[config.mk]
export PLATFORM = sky130hd
export DESIGN_NAME = servo_command_packet_framer
export DESIGN_NICKNAME = d
export VERILOG_FILES = /design/src/design/scpf_pkg.sv /design/src/design/scpf_front.sv /design/src/design/scpf_queue.sv /design/src/design/scpf_back.sv /design/src/design/servo_command_packet_framer.sv
export SDC_FILE = /design/constraint.sdc
export NUM_CORES = 1
export LEC_CHECK = 0
export BUFFER_PORTS_ARGS = -buffer_cell sky130_fd_sc_hd__buf_2
export CORE_MARGIN = 3
export CORE_UTILIZATION = 45
export CTS_CLUSTER_DIAMETER = 120
export DETAILED_ROUTE_END_ITERATION = 6
export PLACE_DENSITY_LB_ADDON = 0.12
export SLEW_MARGIN = 5
export SYNTH_ARGS = -nofsm -noshare
export SYNTH_HDL_FRONTEND = slang
export SYNTH_SLANG_ARGS = --single-unit
[constraint.sdc]
create_clock -name clock -period 3.59 [get_ports clock]
set_input_delay 0.718 -clock clock [delete_from_list [all_inputs] [get_ports clock]]
set_output_delay 0.718 -clock clock [all_outputs]
set_load 0.005 [all_outputs]
[src/design/scpf_pkg.sv]
`default_nettype none
package scpf_pkg;

   // Command codes carried in the operation field
   typedef enum logic [2:0] {
      OP_MOVE       = 3'd0,
      OP_READ       = 3'd1,
      OP_PASSIVE    = 3'd2,
      OP_POWER_DOWN = 3'd3,
      OP_ROTATE     = 3'd4,
      OP_SET        = 3'd5,
      OP_SYNC_START = 3'd6,
      OP_SYNC_TGT   = 3'd7
   } op_type;

   localparam logic [2:0] DIR_CCW = 3'd3;
   localparam logic [2:0] DIR_CW  = 3'd4;

   localparam logic [7:0] PKT_HEADER    = 8'hff;
   localparam logic [7:0] CSUM_MASK     = 8'h7f;
   localparam logic [7:0] READ_BASE     = 8'ha0;
   localparam logic [7:0] PASSIVE_BASE  = 8'hc0;
   localparam logic [7:0] PASSIVE_ARG   = 8'h10;
   localparam logic [7:0] PDOWN_CMD     = 8'hdf;
   localparam logic [7:0] PDOWN_ARG     = 8'h20;
   localparam logic [7:0] SYNC_ID_ALL   = 8'h1f;
   localparam logic [2:0] ROTATE_MODE   = 3'd6;
   localparam logic [2:0] SET_MODE      = 3'd7;

   localparam int PKT_BYTES       = 6;
   localparam int PKT_CNT_W       = 3;
   localparam int MAX_SYNC_SERVOS = 31;
   localparam int QUEUE_DEPTH     = 4;

   typedef struct packed {
      op_type     operation;
      logic [4:0] servo_id;
      logic [3:0] level;
      logic [7:0] position;
      logic [2:0] direction;
      logic [7:0] sub_code;
      logic [7:0] value_a;
      logic [7:0] value_b;
      logic [4:0] last_id;
      logic [7:0] target_byte;
   } req_type;

   typedef struct packed {
      logic [7:0] tx_byte;
      logic       end_of_run;
   } rsp_type;

   // One framed packet: bytes in send order and how many are used
   typedef struct packed {
      logic [PKT_BYTES-1:0][7:0] bytes;
      logic [PKT_CNT_W-1:0]      count;
   } pkt_type;

endpackage
`default_nettype wire

[src/design/scpf_front.sv]
`default_nettype none
module scpf_front #(
   parameter int MAX_SYNC_SERVOS = scpf_pkg::MAX_SYNC_SERVOS
) (
   input  wire                    clock,
   input  wire                    reset,
   input  wire                    accept,
   input  scpf_pkg::req_type      req_item,
   output logic                   pkt_push,
   output scpf_pkg::pkt_type      pkt
);

   localparam logic [5:0] MAX_CNT = 6'(MAX_SYNC_SERVOS);

   logic [4:0] sync_left_ff, sync_left_in;
   logic [7:0] sync_sum_ff, sync_sum_in;

   always_ff @(posedge clock) begin
      if (reset) begin
         sync_left_ff <= '0;
         sync_sum_ff  <= '0;
      end else if (accept) begin
         sync_left_ff <= sync_left_in;
         sync_sum_ff  <= sync_sum_in;
      end
   end

   always_comb begin
      logic [7:0] byte_a;
      logic [7:0] byte_b;
      logic [7:0] sum_next;
      logic [4:0] left_next;
      logic [5:0] cnt_wide;
      logic [4:0] cnt;
      byte_a       = '0;
      byte_b       = '0;
      sum_next     = sync_sum_ff ^ req_item.target_byte;
      left_next    = sync_left_ff - 5'd1;
      cnt_wide     = {1'b0, req_item.last_id} + 6'd1;
      cnt          = (cnt_wide > MAX_CNT) ? MAX_CNT[4:0] : cnt_wide[4:0];
      pkt          = '0;
      pkt_push     = 1'b0;
      sync_left_in = '0;
      sync_sum_in  = '0;
      pkt.bytes[0] = scpf_pkg::PKT_HEADER;
      unique case (req_item.operation)
         scpf_pkg::OP_MOVE: begin
            byte_a   = {req_item.level[2:0], req_item.servo_id};
            byte_b   = req_item.position;
            pkt_push = 1'b1;
         end
         scpf_pkg::OP_READ: begin
            byte_a   = scpf_pkg::READ_BASE | {3'b000, req_item.servo_id};
            byte_b   = '0;
            pkt_push = 1'b1;
         end
         scpf_pkg::OP_PASSIVE: begin
            byte_a   = scpf_pkg::PASSIVE_BASE | {3'b000, req_item.servo_id};
            byte_b   = scpf_pkg::PASSIVE_ARG;
            pkt_push = 1'b1;
         end
         scpf_pkg::OP_POWER_DOWN: begin
            byte_a   = scpf_pkg::PDOWN_CMD;
            byte_b   = scpf_pkg::PDOWN_ARG;
            pkt_push = 1'b1;
         end
         scpf_pkg::OP_ROTATE: begin
            byte_a   = {scpf_pkg::ROTATE_MODE, req_item.servo_id};
            byte_b   = {1'b0, req_item.direction, req_item.level};
            // drop rotations with a direction that means nothing
            pkt_push = (req_item.direction == scpf_pkg::DIR_CCW) ||
                       (req_item.direction == scpf_pkg::DIR_CW);
         end
         scpf_pkg::OP_SET: begin
            pkt_push     = 1'b1;
            pkt.bytes[1] = {scpf_pkg::SET_MODE, req_item.servo_id};
            pkt.bytes[2] = req_item.sub_code;
            pkt.bytes[3] = req_item.value_a;
            pkt.bytes[4] = req_item.value_b;
            pkt.bytes[5] = (pkt.bytes[1] ^ pkt.bytes[2] ^ pkt.bytes[3] ^ pkt.bytes[4])
                           & scpf_pkg::CSUM_MASK;
            pkt.count    = 3'd6;
         end
         scpf_pkg::OP_SYNC_START: begin
            pkt_push     = 1'b1;
            pkt.bytes[1] = {req_item.level[2:0], 5'b00000} | scpf_pkg::SYNC_ID_ALL;
            pkt.bytes[2] = {3'b000, cnt};
            pkt.count    = 3'd3;
            sync_left_in = cnt;
         end
         scpf_pkg::OP_SYNC_TGT: begin
            // stray targets with no sync open send nothing and keep state
            if (sync_left_ff != '0) begin
               pkt_push     = 1'b1;
               pkt.bytes[0] = req_item.target_byte;
               sync_left_in = left_next;
               if (left_next != '0) begin
                  pkt.count   = 3'd1;
                  sync_sum_in = sum_next;
               end else begin
                  pkt.bytes[1] = sum_next & scpf_pkg::CSUM_MASK;
                  pkt.count    = 3'd2;
               end
            end
         end
      endcase
      if (req_item.operation inside {scpf_pkg::OP_MOVE, scpf_pkg::OP_READ,
                                     scpf_pkg::OP_PASSIVE, scpf_pkg::OP_POWER_DOWN,
                                     scpf_pkg::OP_ROTATE}) begin
         pkt.bytes[1] = byte_a;
         pkt.bytes[2] = byte_b;
         pkt.bytes[3] = (byte_a ^ byte_b) & scpf_pkg::CSUM_MASK;
         pkt.count    = 3'd4;
      end
      pkt_push = pkt_push && accept;
   end

endmodule
`default_nettype wire

[src/design/scpf_queue.sv]
`default_nettype none
module scpf_queue #(
   parameter int QUEUE_DEPTH = scpf_pkg::QUEUE_DEPTH
) (
   input  wire                clock,
   input  wire                reset,
   input  wire                q_push,
   input  scpf_pkg::pkt_type  q_wdata,
   output logic               q_full,
   input  wire                q_pop,
   output logic               q_empty,
   output scpf_pkg::pkt_type  q_rdata
);

   localparam int PTR_W = $clog2(QUEUE_DEPTH);
   localparam int CNT_W = $clog2(QUEUE_DEPTH + 1);
   localparam logic [PTR_W-1:0] LAST_PTR = PTR_W'(QUEUE_DEPTH - 1);
   localparam logic [CNT_W-1:0] FULL_CNT = CNT_W'(QUEUE_DEPTH);

   scpf_pkg::pkt_type slots_ff [QUEUE_DEPTH];
   logic [PTR_W-1:0] wr_ptr_ff, wr_ptr_in;
   logic [PTR_W-1:0] rd_ptr_ff, rd_ptr_in;
   logic [CNT_W-1:0] fill_ff, fill_in;
   logic do_push, do_pop;

   assign q_full  = (fill_ff == FULL_CNT);
   assign q_empty = (fill_ff == '0);
   assign q_rdata = slots_ff[rd_ptr_ff];
   assign do_push = q_push && !q_full;
   assign do_pop  = q_pop && !q_empty;

   always_comb begin
      wr_ptr_in = wr_ptr_ff;
      rd_ptr_in = rd_ptr_ff;
      fill_in   = fill_ff;
      if (do_push) wr_ptr_in = (wr_ptr_ff == LAST_PTR) ? '0 : wr_ptr_ff + 1'b1;
      if (do_pop)  rd_ptr_in = (rd_ptr_ff == LAST_PTR) ? '0 : rd_ptr_ff + 1'b1;
      if (do_push && !do_pop)      fill_in = fill_ff + 1'b1;
      else if (do_pop && !do_push) fill_in = fill_ff - 1'b1;
   end

   always_ff @(posedge clock) begin
      if (reset) begin
         wr_ptr_ff <= '0;
         rd_ptr_ff <= '0;
         fill_ff   <= '0;
      end else begin
         wr_ptr_ff <= wr_ptr_in;
         rd_ptr_ff <= rd_ptr_in;
         fill_ff   <= fill_in;
      end
   end

   always_ff @(posedge clock) begin
      if (do_push) slots_ff[wr_ptr_ff] <= q_wdata;
   end

endmodule
`default_nettype wire

[src/design/scpf_back.sv]
`default_nettype none
module scpf_back (
   input  wire                clock,
   input  wire                reset,
   input  wire                q_empty,
   input  scpf_pkg::pkt_type  q_rdata,
   output logic               q_pop,
   output logic               empty,
   input  wire                pop,
   output scpf_pkg::rsp_type  rsp_item
);

   scpf_pkg::pkt_type cur_ff, cur_in;
   logic [scpf_pkg::PKT_CNT_W-1:0] idx_ff, idx_in;
   logic busy_ff, busy_in;
   logic out_valid_ff, out_valid_in;
   scpf_pkg::rsp_type out_ff, out_in;
   logic advance, last_byte;

   assign empty    = !out_valid_ff;
   assign rsp_item = out_ff;

   always_comb begin
      advance      = busy_ff && (!out_valid_ff || pop);
      last_byte    = (idx_ff == cur_ff.count - 1'b1);
      q_pop        = !q_empty && (!busy_ff || (advance && last_byte));
      out_in       = out_ff;
      out_valid_in = out_valid_ff && !pop;
      cur_in       = cur_ff;
      idx_in       = idx_ff;
      busy_in      = busy_ff;
      if (advance) begin
         out_in.tx_byte    = cur_ff.bytes[idx_ff];
         out_in.end_of_run = last_byte;
         out_valid_in      = 1'b1;
         idx_in            = idx_ff + 1'b1;
         if (last_byte) busy_in = 1'b0;
      end
      if (q_pop) begin
         cur_in  = q_rdata;
         idx_in  = '0;
         busy_in = 1'b1;
      end
   end

   always_ff @(posedge clock) begin
      if (reset) begin
         busy_ff      <= 1'b0;
         out_valid_ff <= 1'b0;
         idx_ff       <= '0;
      end else begin
         busy_ff      <= busy_in;
         out_valid_ff <= out_valid_in;
         idx_ff       <= idx_in;
      end
   end

   always_ff @(posedge clock) begin
      cur_ff <= cur_in;
      out_ff <= out_in;
   end

endmodule
`default_nettype wire

[src/design/servo_command_packet_framer.sv]
`default_nettype none
// channel   ports                            direction  moves
// ------    -------------------------------  ---------  ------------------------------
// request   push, full, req_item             in         one command item per accept
// response  empty, pop, rsp_item             out        one packet byte per item
//
// A command is accepted in any cycle the packet queue has room; framing and sync
// state update in that same cycle, so commands may arrive back to back.
// Bytes leave one per cycle from the output register while pop is held, and a
// command yields 1 to 6 bytes, none for dropped ones.
// A stalled pop holds the byte in place; the queue absorbs QUEUE_DEPTH packets
// before full rises. Reset clears sync state, queue and the output valid flag.
module servo_command_packet_framer #(
   parameter int MAX_SYNC_SERVOS = scpf_pkg::MAX_SYNC_SERVOS,
   parameter int QUEUE_DEPTH     = scpf_pkg::QUEUE_DEPTH
) (
   input  wire                clock,
   input  wire                reset,
   input  wire                push,
   output logic               full,
   input  scpf_pkg::req_type  req_item,
   output logic               empty,
   input  wire                pop,
   output scpf_pkg::rsp_type  rsp_item
);

   logic              accept;
   logic              pkt_push;
   scpf_pkg::pkt_type pkt;
   logic              q_empty;
   logic              q_pop;
   scpf_pkg::pkt_type q_rdata;

   // accept only while the queue has room for a whole packet
   assign accept = push && !full;

   // frame the command and track the open sync
   scpf_front #(
      .MAX_SYNC_SERVOS(MAX_SYNC_SERVOS)
   ) u_front (
      .clock    (clock),
      .reset    (reset),
      .accept   (accept),
      .req_item (req_item),
      .pkt_push (pkt_push),
      .pkt      (pkt)
   );

   // hold framed packets between front and serializer
   scpf_queue #(
      .QUEUE_DEPTH(QUEUE_DEPTH)
   ) u_queue (
      .clock   (clock),
      .reset   (reset),
      .q_push  (pkt_push),
      .q_wdata (pkt),
      .q_full  (full),
      .q_pop   (q_pop),
      .q_empty (q_empty),
      .q_rdata (q_rdata)
   );

   // advance through the packet bytes, marking the last one
   scpf_back u_back (
      .clock    (clock),
      .reset    (reset),
      .q_empty  (q_empty),
      .q_rdata  (q_rdata),
      .q_pop    (q_pop),
      .empty    (empty),
      .pop      (pop),
      .rsp_item (rsp_item)
   );

endmodule
`default_nettype wire
Word-level counts from Yosys, hierarchy flattened
Memories as Yosys holds them, arrays and structs flattened. A register that Yosys moved wholly into a read port is not among the register bits.
Index checks and enable logic that the tools add are counted.

storage, ports and cells
  memories = 1
  word-level logic and storage cells = 104
  output and inout port bits = 11
  bits in writable memories = 200
  bits of input ports = 64
  bits in registers = 42

memories
  memory            words  width  rd ports  clocked after memory_dff  wr ports  RTL line          RTL
  u_queue.slots_ff  4      50     1         1                         1         scpf_queue.sv:20  scpf_pkg::pkt_type slots_ff [QUEUE_DEPTH];

cells by class
  bitwise logic cells = 5
  eq/ne operators = 13
  add/subtract/negate cells = 8
  $lt $le $gt $ge = 2
  mux-type cells = 32
  reductions and logical operators = 32

operators with widths
  cell                 number
  $pmux 8 s4           2
  $mux 8               5
  $xor 7x7->7          4
  $bmux 8 s3           1
  $mux 24              1
  $pmux 8 s3           1
  $mux 23              1
  $mux 19              1
  $eq 3x3->1 const B   6
  $pmux 8 s2           1
  $reduce_bool 5->1    3
  $logic_and 1x1->1    10
  $mux 5               2
  $pmux 5 s2           1
  $eq 3x2->1 const B   3
  $mux 3               3
  $pmux 3 s3           1
  $xor 8x8->8          1
  $logic_not 1->1      7
  $mux 1               7
  $mux 7               1
  $add 3x1->3 const B  2
  $add 5x1->6 const B  1
  $gt 6x5->1 const B   1
  other kinds (15)     26

Longest topological paths before layout
  word-level depth = 10
  depth in mapped cells = 13
  mapped depth without buffers = 12

Hierarchy
Synthesis repeated with hierarchy kept, for this count alone.

unflattened totals
  cell total of the unflattened synthesis = 738
  area total of the unflattened synthesis = 12,383.1 µm²

by module, submodules not included
  module                       area each (µm²)  seq. area each (µm²)  times used  cells each
  scpf_queue                   7,838.8          6,306.0               1           317
  scpf_back                    2,527.4          1,901.8               1           131
  scpf_front                   2,003.2          240.2                 1           289
  servo_command_packet_framer  13.8             0.0                   1           1

Worst setup path after synthesis
No wires, ideal clock.

  kind = input-to-reg
  start point = input req_item[57] (netlist name)
  end point = memory u_queue.slots_ff[2][0] (netlist name), enable pin
  required time = 3.177 ns
  data arrival time = 2.975 ns
  cell stages on the path = 6
  path buffers = 2
  library setup time = 0.413 ns
  setup slack = 0.203 ns
  cells stage by stage = clkbuf_1 and2_1 clkbuf_1 and3_1 nor3_1 and2_1

between the ends
  word-level cells in the longest chain between the ends = 7
  elaborated cells on any way between the ends = 14
  those cells by class = 7 x eq/ne; 3 x mux; 4 x reduce/logical

ends and longest elaborated chain
  element                             RTL line                           RTL
  start, declared                     servo_command_packet_framer.sv:21  input scpf_pkg::req_type req_item,
  $eq 3x3->1 (tied with other cells)  scpf_front.sv:46                   unique case (req_item.operation)
  $reduce_or 6->1 (no line)           -
  $pmux 1 s3 *                        scpf_front.sv:46
  $logic_and 1x1->1 *                 scpf_front.sv:115                  pkt_push = pkt_push && accept;
  $logic_and 1x1->1 *                 scpf_queue.sv:29                   assign do_push = q_push && !q_full;
  via u_queue.do_push                 scpf_queue.sv:24                   logic do_push, do_pop;
  $mux 1 *                            scpf_queue.sv:55                   if (do_push) slots_ff[wr_ptr_ff] <= q_wdata;
  $mux 1 (implied by the code) *      scpf_queue.sv:55
  end, declared                       scpf_queue.sv:20

The timed path passes the listed nets; every way through them passes the cells marked *.

Worst setup path in the final report
  start point = register u_front.sync_left_ff[0]
  end point = register u_queue.fill_ff[2]

between the ends
  word-level cells in the longest chain between the ends = 8
  elaborated cells on any way between the ends = 10
  those cells by class = 3 x mux; 7 x reduce/logical

ends and longest elaborated chain
  element                      RTL line           RTL
  start, declared              scpf_front.sv:15   logic [4:0] sync_left_ff, sync_left_in;
  start signal, assigned       scpf_front.sv:23   sync_left_ff <= sync_left_in;
  $reduce_bool 5->1 *          scpf_front.sv:93   if (sync_left_ff != '0) begin
  $mux 1 *                     scpf_front.sv:93
  $pmux 1 s3 *                 scpf_front.sv:46
  $logic_and 1x1->1 *          scpf_front.sv:115
  $logic_and 1x1->1 *          scpf_queue.sv:29
  via u_queue.do_push          scpf_queue.sv:24
  $logic_not 1->1              scpf_queue.sv:39   else if (do_pop && !do_push) fill_in = fill_ff - 1'b1;
  $logic_and 1x1->1            scpf_queue.sv:39
  $reduce_bool 2->1 (no line)  -
  end signal, assigned         scpf_queue.sv:50   fill_ff <= fill_in;
  end, declared                scpf_queue.sv:23   logic [CNT_W-1:0] fill_ff, fill_in;

Marks and branches as above.
A chain may end at the register's enable or synchronous reset.

==> results.json <==
{
  "status": "finished, final reports clean",
  "synthAdderAreaFrac_pct": 1.31,
  "synth-edff-count": 259,
  "drc": 0,
  "worst_slack_ns": 0.306,
  "cp-end-kind": "register",
  "synth_mux_area_share_pct": 12.7,
  "cp.arrival_ns": 3.75,
  "whs_ns": 0.468,
  "htree_num_levels": 1,
  "grt_use_total_pct": 19.4,
  "synth_ff_type": "edfxtp_1",
  "finalHoldViolCount": 0,
  "drive_above_1_share_pct": 25.1,
  "clk_path_buf_depth": 3,
  "final_util_pct": 52.7,
  "irDropWorstVdd_mv": 0.401,
  "cts_buffers": 29,
  "grt_max_degree": 56,
  "row_count": 59,
  "required_ns": 4.05,
  "gp_congestion": 0.829,
  "cap_viol_max_count": 0,
  "maxSlewViolCount": 0,
  "ctsHoldBuffers": 0,
  "rsz0062_at_grt": "false",
  "vias": 6781,
  "setup_violations": 0,
  "syn_avg_cell_area_sq_um": 16.4,
  "fp.dieW_microns": 170,
  "syn_inst": 737,
  "dp_hpwl_microns": 19200,
  "drt_iter0_markers": 546,
  "yosysSeqAreaShare_pct": 68.5,
  "start_util_pct": 46.0,
  "final_antenna_net_count": 0,
  "yosys.area_share.simple_pct": 6.24,
  "ys_ff_latch": 283,
  "cp_max_fo": 8,
  "port_buffers": 74,
  "crit_path_start_kind": "register",
  "slew_headroom_pct": 48.2,
  "path_clk_slew_ns": 0.06,
  "synth_area_sq_um": 12100,
  "synthTopCellsByArea": "edfxtp_1 (64%), mux4_2 (11%), dfxtp_1 (4.0%)",
  "antenna_found_initial": 0,
  "synthToLayoutAreaGrowth_pct": 14.6,
  "cts_setup_buffers": 0,
  "first_global_vias": 6935,
  "fin_crit_sh_pct": 91.5,
  "period_minus_slack_ns": 3.28,
  "root_buffer": "clkbuf_16",
  "tightestPinTransition_ns": 0.769,
  "post_drt_wl_per_cell_microns": 23.6,
  "syn_nets": 813,
  "synth_most_common_cell": "edfxtp_1",
  "clk_latency_ns": 0.54,
  "dieArea_sq_um": 28800,
  "synth_top_family_by_area": "multiplexers",
  "synth_common_cells": "edfxtp_1 (259), mux4_2 (57), nor2_1 (46), inv_1 (33), clkbuf_1 (25)",
  "synth_compound_area_share_pct": 5.85,
  "cts_tree": "done",
  "synth_xor_area_share_pct": 2.88,
  "overflow": 0,
  "fmax_mhz": 305,
  "core_sq_um": 26200,
  "cellLeakagePower_nw": 4.75,
  "yosysWarnings": 0,
  "pin_count": 75,
  "yosysTopAreaCell": "edfxtp_1",
  "antennaDiodeCount": 0,
  "timing.setup.tns_ns": 0,
  "dp_slack_ns": 0.341,
  "ys_types": 60,
  "cts_resized": 0,
  "grt_pass1_wl_microns": 42200,
  "critPathKind": "reg -> reg",
  "firstDrtPassIters": 5,
  "fin_nets": 893,
  "async_flop_share_pct": 0,
  "synth_top_area_share_pct": 64.5,
  "powerDensity_nw_per_um2": 708,
  "dieHeight_microns": 170,
  "wirelength_microns": 27800,
  "fin_skew_ns": 0.0124,
  "cts.sink_count": 283,
  "vias_per_cell": 5.77,
  "hold_class": "in -> reg"
}
cells in the final DEF (no fill, tap or decap), drive strengths merged, types with 5 or more instances in the layout:
| cell | count |
|---|---|
| inv | 35 |
| clkbuf | 37 |
| xnor2 | 22 |
| a31oi | 17 |
| nor2 | 46 |
| buf | 91 |
| a22oi | 5 |
| mux2i | 24 |
| mux4 | 57 |
| edfxtp | 259 |
| clkinv | 9 |
| and3 | 13 |
| nand2b | 5 |
| ha | 11 |
| nand2 | 19 |
| dfxtp | 24 |
| a21oi | 23 |
| and2 | 7 |
| nor3 | 13 |
| nand3b | 6 |
| o21ai | 9 |
| o22ai | 15 |
| nand4 | 11 |
| bufinv | 5 |
| nand3 | 9 |
| xor2 | 15 |
final timing paths:
path | slack, ns | startpoint | depth (start not counted) | end
setup reg to reg | 0.31 | u_front.sync_left_ff[0] | 11 | u_queue.fill_ff[2]
setup / recovery | 0.31 | u_front.sync_left_ff[0] | 11 | u_queue.fill_ff[2]
hold / removal | 0.47 | req_item[1] | 3 | u_front.sync_sum_ff[1]
hold reg to reg | 0.48 | u_front.sync_sum_ff[6] | 1 | u_front.sync_sum_ff[6]
through the flow:
step           cell area, sq um  std cells  power (mW)
2_1_floorplan             12100        737        6.05
3_5_place_dp              12800       1121        6.81
3_3_place_gp              12800       1121        6.76
4_1_cts                   13800       1175        9.90
5_1_grt                   13800       1175        10.2
6_report                  13800       1175        9.78
cell families (layout without fill, tap and decap cells):
logic type      Yosys count  after routing
simple gates            145            145
flops                   283            283
compound gates          102            102
buf+inv                  75            178
mux                      82             82
fa+ha+maj                12             12
xor+xnor                 38             38
routing by layer:
| metal | up-vias | wire length [microns] | track usage (%) |
|---|---|---|---|
| met5 | - | 0 | 0 |
| met3 | 44 | 1760 | 2.98 |
| met1 | 3433 | 12000 | 27.7 |
| met2 | 240 | 13400 | 31.6 |
| li1 | 3064 | - | - |
| met4 | 0 | 627 | 5.16 |
flip-flops by register name (all words and copies together) (netlist names):
register and flops:
u_back.idx_ff 3, u_queue.slots_ff 200, u_back.busy_ff 1, u_back.rsp_item 9
u_front.sync_left_ff 5, u_back.cur_ff 50, u_back.out_valid_ff 1, u_queue.wr_ptr_ff 2
u_front.sync_sum_ff 7, u_queue.rd_ptr_ff 2, u_queue.fill_ff 3
critical path, cell delays in order (launching register included):
cell and delay, ns:
dfxtp_1 0.41, inv_1 0.12, ha_1 0.31, nor4b_2 0.20, and3_1 0.20, nor3_1 0.54, ha_1 0.30, inv_1 0.07
fa_1 0.43, xor2_1 0.18, or3_1 0.32, a21oi_1 0.14
power by group:
part           leakage [nW]  internal, mW  switching, mW
Clock                 0.487          1.89           1.20
Sequential             2.58          4.40          0.259
Combinational          1.68         0.882           1.15
Total                  4.75          7.17           2.61
area by class of cell:
type / instances / area [sq um]
Clock buffer: 37 / 776
Timing Repair Buffer: 91 / 510
Fill cell: 2111 / 12400
Sequential cell: 283 / 8260
Tap cell: 335 / 419
Inverter: 33 / 124
Clock inverter: 17 / 220
Multi-Input combinational cell: 379 / 3500
Power figures use the tool's default switching activity.
